[src/design/assert_macros.svh]
// ----------------------------------------------------------------------------
// Assertion macros
// Shared concurrent assertion forms used by the slot directory design.
// ----------------------------------------------------------------------------
`ifndef ASSERT_MACROS_SVH
`define ASSERT_MACROS_SVH

// Same-cycle implication, disabled while reset is asserted.
`define SPD_ASSERT_IMP(lbl, clk, rstn, ante, cons) \
	lbl: assert property (@(posedge clk) disable iff (!(rstn)) (ante) |-> (cons)) \
	else $error("assertion failed");

// Next-cycle implication, disabled while reset is asserted.
`define SPD_ASSERT_NEXT(lbl, clk, rstn, ante, cons) \
	lbl: assert property (@(posedge clk) disable iff (!(rstn)) (ante) |=> (cons)) \
	else $error("assertion failed");

`endif

[src/design/spd_pkg.sv]
// ----------------------------------------------------------------------------
// Slot directory package
// Page geometry, field widths, request and status codes, and shared types.
// ----------------------------------------------------------------------------
package spd_pkg;

	localparam int unsigned PAGE_BYTES      = 4096;
	localparam int unsigned HEADER_BYTES    = 16;
	localparam int unsigned ENTRY_BYTES     = 8;
	localparam int unsigned MAX_ENTRIES_DEF = 512;

	localparam int unsigned OP_W   = 2;
	localparam int unsigned SLOT_W = 10;
	localparam int unsigned RLEN_W = 16;
	localparam int unsigned STAT_W = 3;
	localparam int unsigned PAGE_W = 32;
	localparam int unsigned OFF_W  = 12;
	localparam int unsigned LEN_W  = 13;
	localparam int unsigned FREE_W = 13;
	// Stored offsets keep the full page size, which a zero-length record can reach.
	localparam int unsigned END_W  = $clog2(PAGE_BYTES + 1);

	typedef logic [OP_W-1:0]   op_t;
	typedef logic [STAT_W-1:0] status_t;

	localparam op_t OP_INSERT = 2'd0;
	localparam op_t OP_READ   = 2'd1;
	localparam op_t OP_UPDATE = 2'd2;
	localparam op_t OP_DELETE = 2'd3;

	localparam status_t ST_OK       = 3'd0;
	localparam status_t ST_NO_SPACE = 3'd1;
	localparam status_t ST_RANGE    = 3'd2;
	localparam status_t ST_EMPTY    = 3'd3;
	localparam status_t ST_TOO_LONG = 3'd4;

	typedef struct packed {
		logic             used;
		logic [END_W-1:0] offset;
		logic [LEN_W-1:0] length;
	} entry_t;

	typedef struct packed {
		logic busy;
		logic done;
	} scan_stat_t;

	typedef struct packed {
		status_t           status;
		logic [SLOT_W-1:0] slot_out;
		logic [PAGE_W-1:0] page_out;
		logic [OFF_W-1:0]  record_offset;
		logic [LEN_W-1:0]  length_out;
	} result_t;

endpackage

[src/design/spd_min_scan.sv]
// ----------------------------------------------------------------------------
// Data end scanner
// Walks the occupied part of the directory one entry per cycle and keeps the
// smallest offset of the entries that are in use.
// ----------------------------------------------------------------------------
module spd_min_scan #(
	parameter int unsigned MAX_ENTRIES = spd_pkg::MAX_ENTRIES_DEF,
	parameter int unsigned AW          = $clog2(MAX_ENTRIES),
	parameter int unsigned CW          = $clog2(MAX_ENTRIES + 1)
) (
	input  logic                      clk,
	input  logic                      arst_n,
	input  logic                      start,
	input  logic [CW-1:0]             count,
	input  spd_pkg::entry_t           rd_data,
	output logic                      rd_en,
	output logic [AW-1:0]             rd_addr,
	output spd_pkg::scan_stat_t       stat,
	output logic [spd_pkg::END_W-1:0] data_end
);
	import spd_pkg::*;

	logic [CW-1:0]    addr_q;
	logic [END_W-1:0] min_q;
	logic             run_q;
	logic             busy_q;
	logic             valid_s1;
	logic             issue;
	logic             done;

	assign issue   = run_q && (addr_q < count);
	assign done    = busy_q && !run_q && !valid_s1;
	assign rd_en   = issue;
	assign rd_addr = addr_q[AW-1:0];

	always_ff @(posedge clk or negedge arst_n) begin
		if (!arst_n) begin
			run_q    <= 1'b0;
			busy_q   <= 1'b0;
			valid_s1 <= 1'b0;
		end else if (start) begin
			run_q    <= 1'b1;
			busy_q   <= 1'b1;
			valid_s1 <= 1'b0;
		end else begin
			if (run_q && !issue) begin
				run_q <= 1'b0;
			end
			valid_s1 <= issue;
			if (done) begin
				busy_q <= 1'b0;
			end
		end
	end

	always_ff @(posedge clk) begin
		if (start) begin
			addr_q <= '0;
			min_q  <= END_W'(PAGE_BYTES);
		end else begin
			if (issue) begin
				addr_q <= addr_q + 1'b1;
			end
			if (valid_s1 && rd_data.used && (rd_data.offset < min_q)) begin
				min_q <= rd_data.offset;
			end
		end
	end

	assign stat     = '{busy: busy_q, done: done};
	assign data_end = min_q;
endmodule

[config.mk]
export PLATFORM = sky130hd
export DESIGN_NAME = spd_min_scan
export DESIGN_NICKNAME = d
export VERILOG_FILES = /design/src/design/assert_macros.svh /design/src/design/spd_pkg.sv /design/src/design/spd_min_scan.sv
export SDC_FILE = /design/constraint.sdc
export NUM_CORES = 1
export LEC_CHECK = 0
export BUFFER_PORTS_ARGS = -buffer_cell sky130_fd_sc_hd__buf_2
export CELL_PAD_IN_SITES_DETAIL_PLACEMENT = 1
export CELL_PAD_IN_SITES_GLOBAL_PLACEMENT = 2
export CORE_MARGIN = 5
export CORE_UTILIZATION = 28
export DETAILED_ROUTE_END_ITERATION = 10
export PLACE_DENSITY = 0.88
export RECOVER_POWER = 100
export SYNTH_ARGS = -nofsm -noshare
export SYNTH_HDL_FRONTEND = slang
export SYNTH_SLANG_ARGS = --single-unit
[constraint.sdc]
create_clock -name clk -period 3.2 [get_ports clk]
set_clock_uncertainty 0.1 [all_clocks]
set_input_delay 0.48 -clock clk [delete_from_list [all_inputs] [get_ports clk]]
set_output_delay 0.48 -clock clk [all_outputs]
set_load 0.1 [all_outputs]
==> impl_metrics.py, run 1 <==
metrics = {
    "final_layout": {
        "final_area_sq_um": 2110,
        "drive_above_1_share_pct": 14.9,
        "diodes": 0,
        "final_net_count": 312,
        "fillers": 783,
        "syn_to_final_growth_pct": 17.0,
        "final_cells": 326,
    },
    "cts": {
        "path_clk_slew_ns": 0.10,
        "cts_sinks": 26,
        "clock_latency_ns": 0.28,
        "cts.path.max_buffers": 2,
        "numCtsBuffers": 3,
        "htreeDepth": 1,
        "cts_resized": 0,
        "cts_tree": "done",
        "root_buffer": "clkbuf_8",
    },
    "synth": {
        "synth_area_per_cell_sq_um": 8.60,
        "netlist_instances": 210,
        "yosysSeqAreaShare_pct": 29.7,
        "synth_flop_cell": "dfxtp_1",
        "synthDistinctLibCells": 34,
        "async_reset_ff_share_pct": 11.5,
        "synth_edf_count": 0,
        "syn_area_sq_um": 1810,
        "synth_nets": 272,
        "yosys_register_bits": 26,
        "ys.warnings.count": 0,
    },
    "grt": {
        "grt_use_total_pct": 10.4,
        "grt_first_pass_wirelength_mm": 7.23,
        "antenna_found_initial": 0,
        "overflow": 0,
        "grt_max_degree": 42,
        "grt_pass1_vias": 1607,
    },
    "setup_path": {
        "critPathLaunchType": "flip-flop",
        "slowest_delay_ns": 0.64,
        "cp_data_required_time_ns": 2.62,
        "cp_slowest_cell": "or4b_4",
        "r2r_end": "addr_q[5]$_SDFFE_PP0P_",
        "reg2reg_depth": 6,
        "path_class": "flip-flop to primary output",
        "path_max_fanout": 20,
        "reg2reg_slack_ns": 0.68,
        "cp.arrival_ns": 2.37,
        "cp_common_cell": "nor2_1",
        "r2r_start": "addr_q[7]$_SDFFE_PP0P_",
        "worstSetupStartpoint": "addr_q[7]$_SDFFE_PP0P_",
        "worst_setup_path_end_kind": "primary output",
        "path_cells": "ha_1, a211oi_2, nor2_1, or4b_4, nor2_1, buf_12",
    },
    "place": {
        "placed_area_sq_um": 2080,
        "numPlacedInstances": 321,
        "place.gp.congestion": 0.703,
        "post-dp-hpwl_mm": 3.44,
        "port_buffers": 51,
    },
    "pwr": {
        "power_mw": 0.844,
        "leakage_nw": 0.860,
        "vdd_drop_max_v": 0.000260,
        "cellPowerDensity_nw_per_um2": 399,
    },
    "floorplanning": {
        "rows": 29,
        "io_pins": 65,
        "die_area_sq_um": 8150,
        "die-width_um": 90.3,
        "core_sq_um": 6310,
        "die_height_um": 90.3,
        "start_util_pct": 28.6,
    },
    "routing": {
        "dr.first_iter.drc_count": 51,
        "antenna_left": 0,
        "post_drt_wl_per_cell_um": 13.3,
        "drc": 0,
        "routed_wl_mm": 4.33,
        "first_pass_iters": 3,
        "viasPerCell": 4.86,
        "vias": 1585,
    },
    "timing": {
        "timing.fmax_ghz": 0.339,
        "finalHoldViolCount": 0,
        "slew_viol_final": 0,
        "finalCriticalPeriod_ns": 2.95,
        "fin_crit_sh_pct": 92.2,
        "setup_tns_ns": 0,
        "setup_viol": 0,
        "worstMarginPinSlew_ns": 1.45,
        "rsz0062_at_grt": "false",
        "slew-limit-headroom_pct": 3.42,
    },
    "status": {
        "status": "finished clean",
    },
    "min_path": {
        "min_to": "data_end[10]$_SDFFE_PP0P_",
        "hp-class": "input pin to flip-flop",
        "hold_start": "rd_data[23]",
        "whs_path_depth": 3,
    },
    "job": {
        "max_cap_violations": 0,
    },
}
[registers in the layout (all words and copies together) (netlist names)]
| name | count |
|---|---|
| run_q | 1 |
| valid_s1 | 1 |
| busy_q | 1 |
| addr_q | 10 |
| data_end | 13 |
[timing repair]
action / CTS / global route
endpoints found under the hold margin: 3 / 0
hold buffers: 1 / 0
buffers inserted: 0 / 0
[layer usage]
metal	track usage [%]	wire, um
met1	12.0	1890
met2	18.7	2220
met3	2.58	153
met4	3.10	61
met5	0	0
[through the flow]
| step | hold WS [ns] | setup WS, ns | utilization [%] |
|---|---|---|---|
| after floorplan | 0.0844 | 0.227 | - |
| after global placement | 0.177 | 0.487 | 32.9 |
| final | 0.370 | 0.250 | 33.5 |
| after global routing | 0.376 | 0.153 | 33.5 |
| after detailed placement | 0.180 | 0.461 | 32.9 |
| after CTS | 0.366 | 0.350 | 34.2 |
[worst max-delay path by stage]
stage / cells past startpoint / to
global placement: 8 / rd_en
floorplan: 8 / rd_en
finish: 6 / rd_en
global route: 6 / rd_en
CTS: 6 / rd_en
detailed placement: 8 / addr_q[5]$_SDFFE_PP0P_
[cell usage after synthesis, drive strengths merged (2+ instances only)]
library cell / instances / area (sq um)
nand2b: 27 / 169
inv: 25 / 93.8
dfxtp: 23 / 460
ha: 22 / 275
a21oi: 13 / 65.1
buf: 13 / 101
mux2i: 13 / 130
nor2: 9 / 33.8
clkbuf: 7 / 26.3
o31ai: 7 / 52.6
nand3: 6 / 30.0
or4: 6 / 45.0
nand4: 5 / 31.3
o21ai: 5 / 25.0
nand2: 4 / 15.0
a211oi: 3 / 27.5
dfrtp: 3 / 75.1
nor3: 3 / 15.0
a211o: 2 / 17.5
mux2: 2 / 22.5
[layout make-up]
| cell class | count | area (sq um) | area share (%) |
|---|---|---|---|
| multi-input combinational | 139 | 1050 | 49.9 |
| sequential | 26 | 536 | 25.3 |
| timing repair buffer | 55 | 263 | 12.4 |
| tap | 77 | 96.3 | 4.56 |
| inverter | 25 | 93.8 | 4.44 |
| clock buffer | 3 | 41.3 | 1.95 |
| clock inverter | 1 | 30.0 | 1.42 |
[cell families after synthesis]
logic type,share of synthesized area (%)
AO/OA/AOI/OAI,12.2
adder cells (fa/ha/maj),15.2
buffers and inverters,12.3
flip-flops,29.7
multiplexers,8.45
AND/OR/NAND/NOR,22.2
[power by group]
group / switching [mW] / internal (mW) / leakage [nW]
combinational: 0.151 / 0.0616 / 0.608
clock: 0.111 / 0.167 / 0.0357
sequential: 0.0156 / 0.337 / 0.216
[worst max-delay path, delay by kind of cell (launching register included)]
kind	cells	cell delay, ns
adders and majority gates	1	0.30
AOI/OAI and AO/OA	1	0.18
DFF	1	0.44
and+or+nand+nor	3	0.96
buffers and inverters	1	0.21
[placed cells by master (no fill, tap or decap), drive strengths merged]
| master | n |
|---|---|
| a211oi | 3 |
| nor3b | 1 |
| nor2 | 9 |
| mux2 | 2 |
| buf | 26 |
| nand2 | 4 |
| inv | 25 |
| clkbuf | 31 |
| o21ai | 5 |
| a21o | 1 |
| a211o | 2 |
| ha | 22 |
| nand3 | 6 |
| nor3 | 3 |
| or4 | 6 |
| o31ai | 7 |
| or3 | 1 |
| o21a | 1 |
| or2 | 1 |
| nor4 | 1 |
| a41oi | 1 |
| dlygate4sd3 | 1 |
| bufinv | 1 |
| dfrtp | 3 |
| a21oi | 13 |
| nand4 | 5 |
| dfxtp | 23 |
| mux2i | 13 |
| and3 | 1 |
| a2111oi | 1 |
| or3b | 1 |
| nor2b | 1 |
| or4b | 1 |
| nand2b | 27 |
Power figures use the tool's default switching activity.
==> inputs of run 2 (changes only) <==
--- a/config.mk
+++ b/config.mk
@@ -5,13 +5,15 @@
 export SDC_FILE = /design/constraint.sdc
 export NUM_CORES = 1
 export LEC_CHECK = 0
+export ABC_AREA = 1
 export BUFFER_PORTS_ARGS = -buffer_cell sky130_fd_sc_hd__buf_2
 export CELL_PAD_IN_SITES_DETAIL_PLACEMENT = 1
 export CELL_PAD_IN_SITES_GLOBAL_PLACEMENT = 2
+export CORE_ASPECT_RATIO = 1.1
 export CORE_MARGIN = 5
-export CORE_UTILIZATION = 28
+export CORE_UTILIZATION = 26
 export DETAILED_ROUTE_END_ITERATION = 10
-export PLACE_DENSITY = 0.88
+export PLACE_DENSITY = 0.87
 export RECOVER_POWER = 100
 export SYNTH_ARGS = -nofsm -noshare
 export SYNTH_HDL_FRONTEND = slang
==> impl_metrics.py, run 2 <==
metrics = {
    "setup_path": {
        "cp_slowest_cell": "dfxtp_1",
        "worst_setup_path_end_kind": "primary output",
        "reg2reg_slack_ns": 0.72,
        "path_class": "flip-flop to primary output",
        "worst-path-stages": 9,
        "path_max_fanout": 9,
        "cp_data_required_time_ns": 2.62,
        "crit_path_end": "rd_en",
        "cp.arrival_ns": 2.17,
        "critPathLaunchType": "flip-flop",
        "critical-path-top-delay-family": "simple AND/OR/NAND/NOR gates",
        "cp_common_cell": "nand2_1",
        "reg2reg_depth": 9,
        "critPathBufInv": 3,
        "r2r_end": "data_end[8]$_SDFFE_PP0P_",
        "r2r_start": "data_end[12]$_SDFFE_PP1P_",
        "slowest_delay_ns": 0.46,
        "path_cells": "ha_1, nand2_1, inv_1, nand2_1, nand2_1, nand2_1, nand3_1, inv_1, buf_2",
        "worstSetupStartpoint": "addr_q[5]$_SDFFE_PP0P_",
    },
    "final_layout": {
        "final_cell_mix": "nand2_1, inv_1, nand3_1",
        "final_common_cell": "nand2_1",
        "largest_reg_flops": 13,
        "drive_above_1_share_pct": 11.2,
        "final_net_count": 393,
        "final_cells": 417,
        "diodes": 0,
        "syn_to_final_growth_pct": 12.5,
    },
    "synth": {
        "synth_edf_count": 0,
        "yosys_register_bits": 26,
        "ys.warnings.count": 0,
        "synth-adder-area-share_pct": 14.0,
        "yosys-top-cells-area": "dfxtp_1, ha_1, nand2_1",
        "synth_commonest_cells": "nand2_1, inv_1, nand3_1",
        "synth_largest_area_cell": "dfxtp_1",
        "yosysTopAreaCellShare_pct": 23.4,
        "yosysSeqAreaShare_pct": 27.2,
        "synth_compound_area_share_pct": 8.71,
        "post-synth-top-count-cell": "nand2_1",
        "synth_top_family_by_area": "simple AND/OR/NAND/NOR gates",
        "synthDistinctLibCells": 25,
        "netlist_instances": 291,
        "syn_area_sq_um": 1970,
        "yosys.area_share.simple_pct": 30.6,
        "synth_nets": 353,
        "synth_flop_cell": "dfxtp_1",
        "async_reset_ff_share_pct": 11.5,
        "synth_xor_area_share_pct": 1.78,
        "synth_area_per_cell_sq_um": 6.76,
        "synth_mux_area_share_pct": 0,
    },
    "routing": {
        "routed_wl_mm": 5.10,
        "vias": 1910,
        "viasPerCell": 4.58,
        "first_pass_iters": 4,
        "drc": 0,
        "dr.first_iter.drc_count": 23,
        "antenna_left": 0,
        "post_drt_wl_per_cell_um": 12.2,
    },
    "grt": {
        "grt_pass1_vias": 2015,
        "antenna_found_initial": 0,
        "grt_max_degree": 27,
        "grt_first_pass_wirelength_mm": 8.70,
        "overflow": 0,
        "grt_use_total_pct": 11.2,
    },
    "pwr": {
        "power.share.sequential_pct": 38.2,
        "internal-power_mw": 0.581,
        "combPwrFrac_pct": 31.6,
        "vdd_drop_max_v": 0.000177,
        "cellPowerDensity_nw_per_um2": 428,
        "leakage_nw": 1.09,
        "p_switching_mw": 0.367,
        "swShare_pct": 38.7,
        "clkPwrFrac_pct": 30.2,
        "power_mw": 0.949,
    },
    "cts": {
        "htreeDepth": 1,
        "numCtsBuffers": 3,
        "cts_tree": "done",
        "cts_sinks": 26,
        "root_buffer": "clkbuf_8",
        "clock_latency_ns": 0.28,
        "cts.path.max_buffers": 2,
        "path_clk_slew_ns": 0.11,
        "cts_resized": 0,
    },
    "timing": {
        "slew-limit-headroom_pct": 21.3,
        "slew_viol_final": 0,
        "setup_viol": 0,
        "finalHoldViolCount": 0,
        "setup_tns_ns": 0,
        "worstMarginPinSlew_ns": 1.19,
        "fin_crit_sh_pct": 86.1,
        "rsz0062_at_grt": "false",
        "finalCriticalPeriod_ns": 2.75,
        "timing.fmax_ghz": 0.363,
    },
    "floorplanning": {
        "die_height_um": 101,
        "io_pins": 65,
        "die_area_sq_um": 9410,
        "die-width_um": 93.0,
        "core_sq_um": 7430,
        "rows": 33,
        "start_util_pct": 26.5,
    },
    "min_path": {
        "hp-class": "input pin to flip-flop",
        "hold_start": "rd_data[25]",
    },
    "status": {
        "status": "finished clean",
    },
    "place": {
        "post-dp-hpwl_mm": 4.03,
        "numPlacedInstances": 412,
        "port_buffers": 51,
        "place.gp.congestion": 0.773,
    },
    "job": {
        "max_cap_violations": 0,
    },
}
## run 2: cell types whose count changed after synthesis, sizes merged, moves of 14 or more
cell,change
nand2,+66
nor2,+16
nand2b,-27
a21oi,+14
inv,+29
nand3,+27
## run 2: area by class of cell
cell class | count | area (sq um)
flip-flops and latches | 26 | 536
clock inverters | 1 | 30.0
multi-input cells | 193 | 1060
well taps | 87 | 109
clock buffers | 3 | 41.3
repair buffers | 53 | 236
fillers | 986 | 5220
inverters | 54 | 203
## run 2: tightest hold or removal path, stage by stage
cell and delay, ns:
buf_2 0.10, nand3_1 0.07, nand3_1 0.07
## run 2: cell families after synthesis
family                     after synthesis
AOI/OAI and AO/OA                       32
xor gates and xnor gates                 4
adders and majority gates               22
buffers and inverters                   72
DFF                                     26
and+or+nand+nor                        135
## run 2: how the worst min path moves through the flow
stage                                 to  slack, ns  depth (start not counted)
6_report       data_end[12]$_SDFFE_PP1P_       0.37                          3
3_5_place_dp          busy_q$_DFFE_PN0P_       0.18                          1
4_1_cts        data_end[12]$_SDFFE_PP1P_       0.36                          3
3_3_place_gp          busy_q$_DFFE_PN0P_       0.18                          1
5_1_grt        data_end[12]$_SDFFE_PP1P_       0.37                          3
2_1_floorplan         busy_q$_DFFE_PN0P_       0.08                          0
## run 2: repair_timing
| action | CTS | global route |
|---|---|---|
| endpoints found under the hold margin | 3 | 0 |
| setup endpoints to repair | 0 | 0 |
| buffers inserted | 0 | 0 |
| hold buffers | 1 | 0 |
## run 2: power by group through the flow
stage,Combinational (mW),Sequential (mW),Clock (mW)
2_1_floorplan,0.148,0.475,0
3_3_place_gp,0.304,0.370,0
3_5_place_dp,0.312,0.370,0
4_1_cts,0.315,0.363,0.297
5_1_grt,0.332,0.366,0.311
6_report,0.299,0.362,0.287
## run 2: through the flow
stage / utilization, % / hold slack, ns / instance area, sq um / setup slack (ns)
2_1_floorplan: - / 0.0844 / 1970 / 0.645
3_3_place_gp: 29.5 / 0.177 / 2190 / 0.724
3_5_place_dp: 29.5 / 0.180 / 2190 / 0.682
4_1_cts: 30.6 / 0.362 / 2280 / 0.560
5_1_grt: 29.8 / 0.372 / 2210 / 0.233
6_report: 29.8 / 0.369 / 2210 / 0.446
## run 2: metal layers
metal | vias to the layer above | routed length (um) | track usage (%)
met5 | - | 0 | 0
met3 | 2 | 234 | 2.60
met1 | 886 | 2320 | 12.7
li1 | 984 | - | -
met4 | 0 | 13 | 1.01
met2 | 38 | 2520 | 21.9
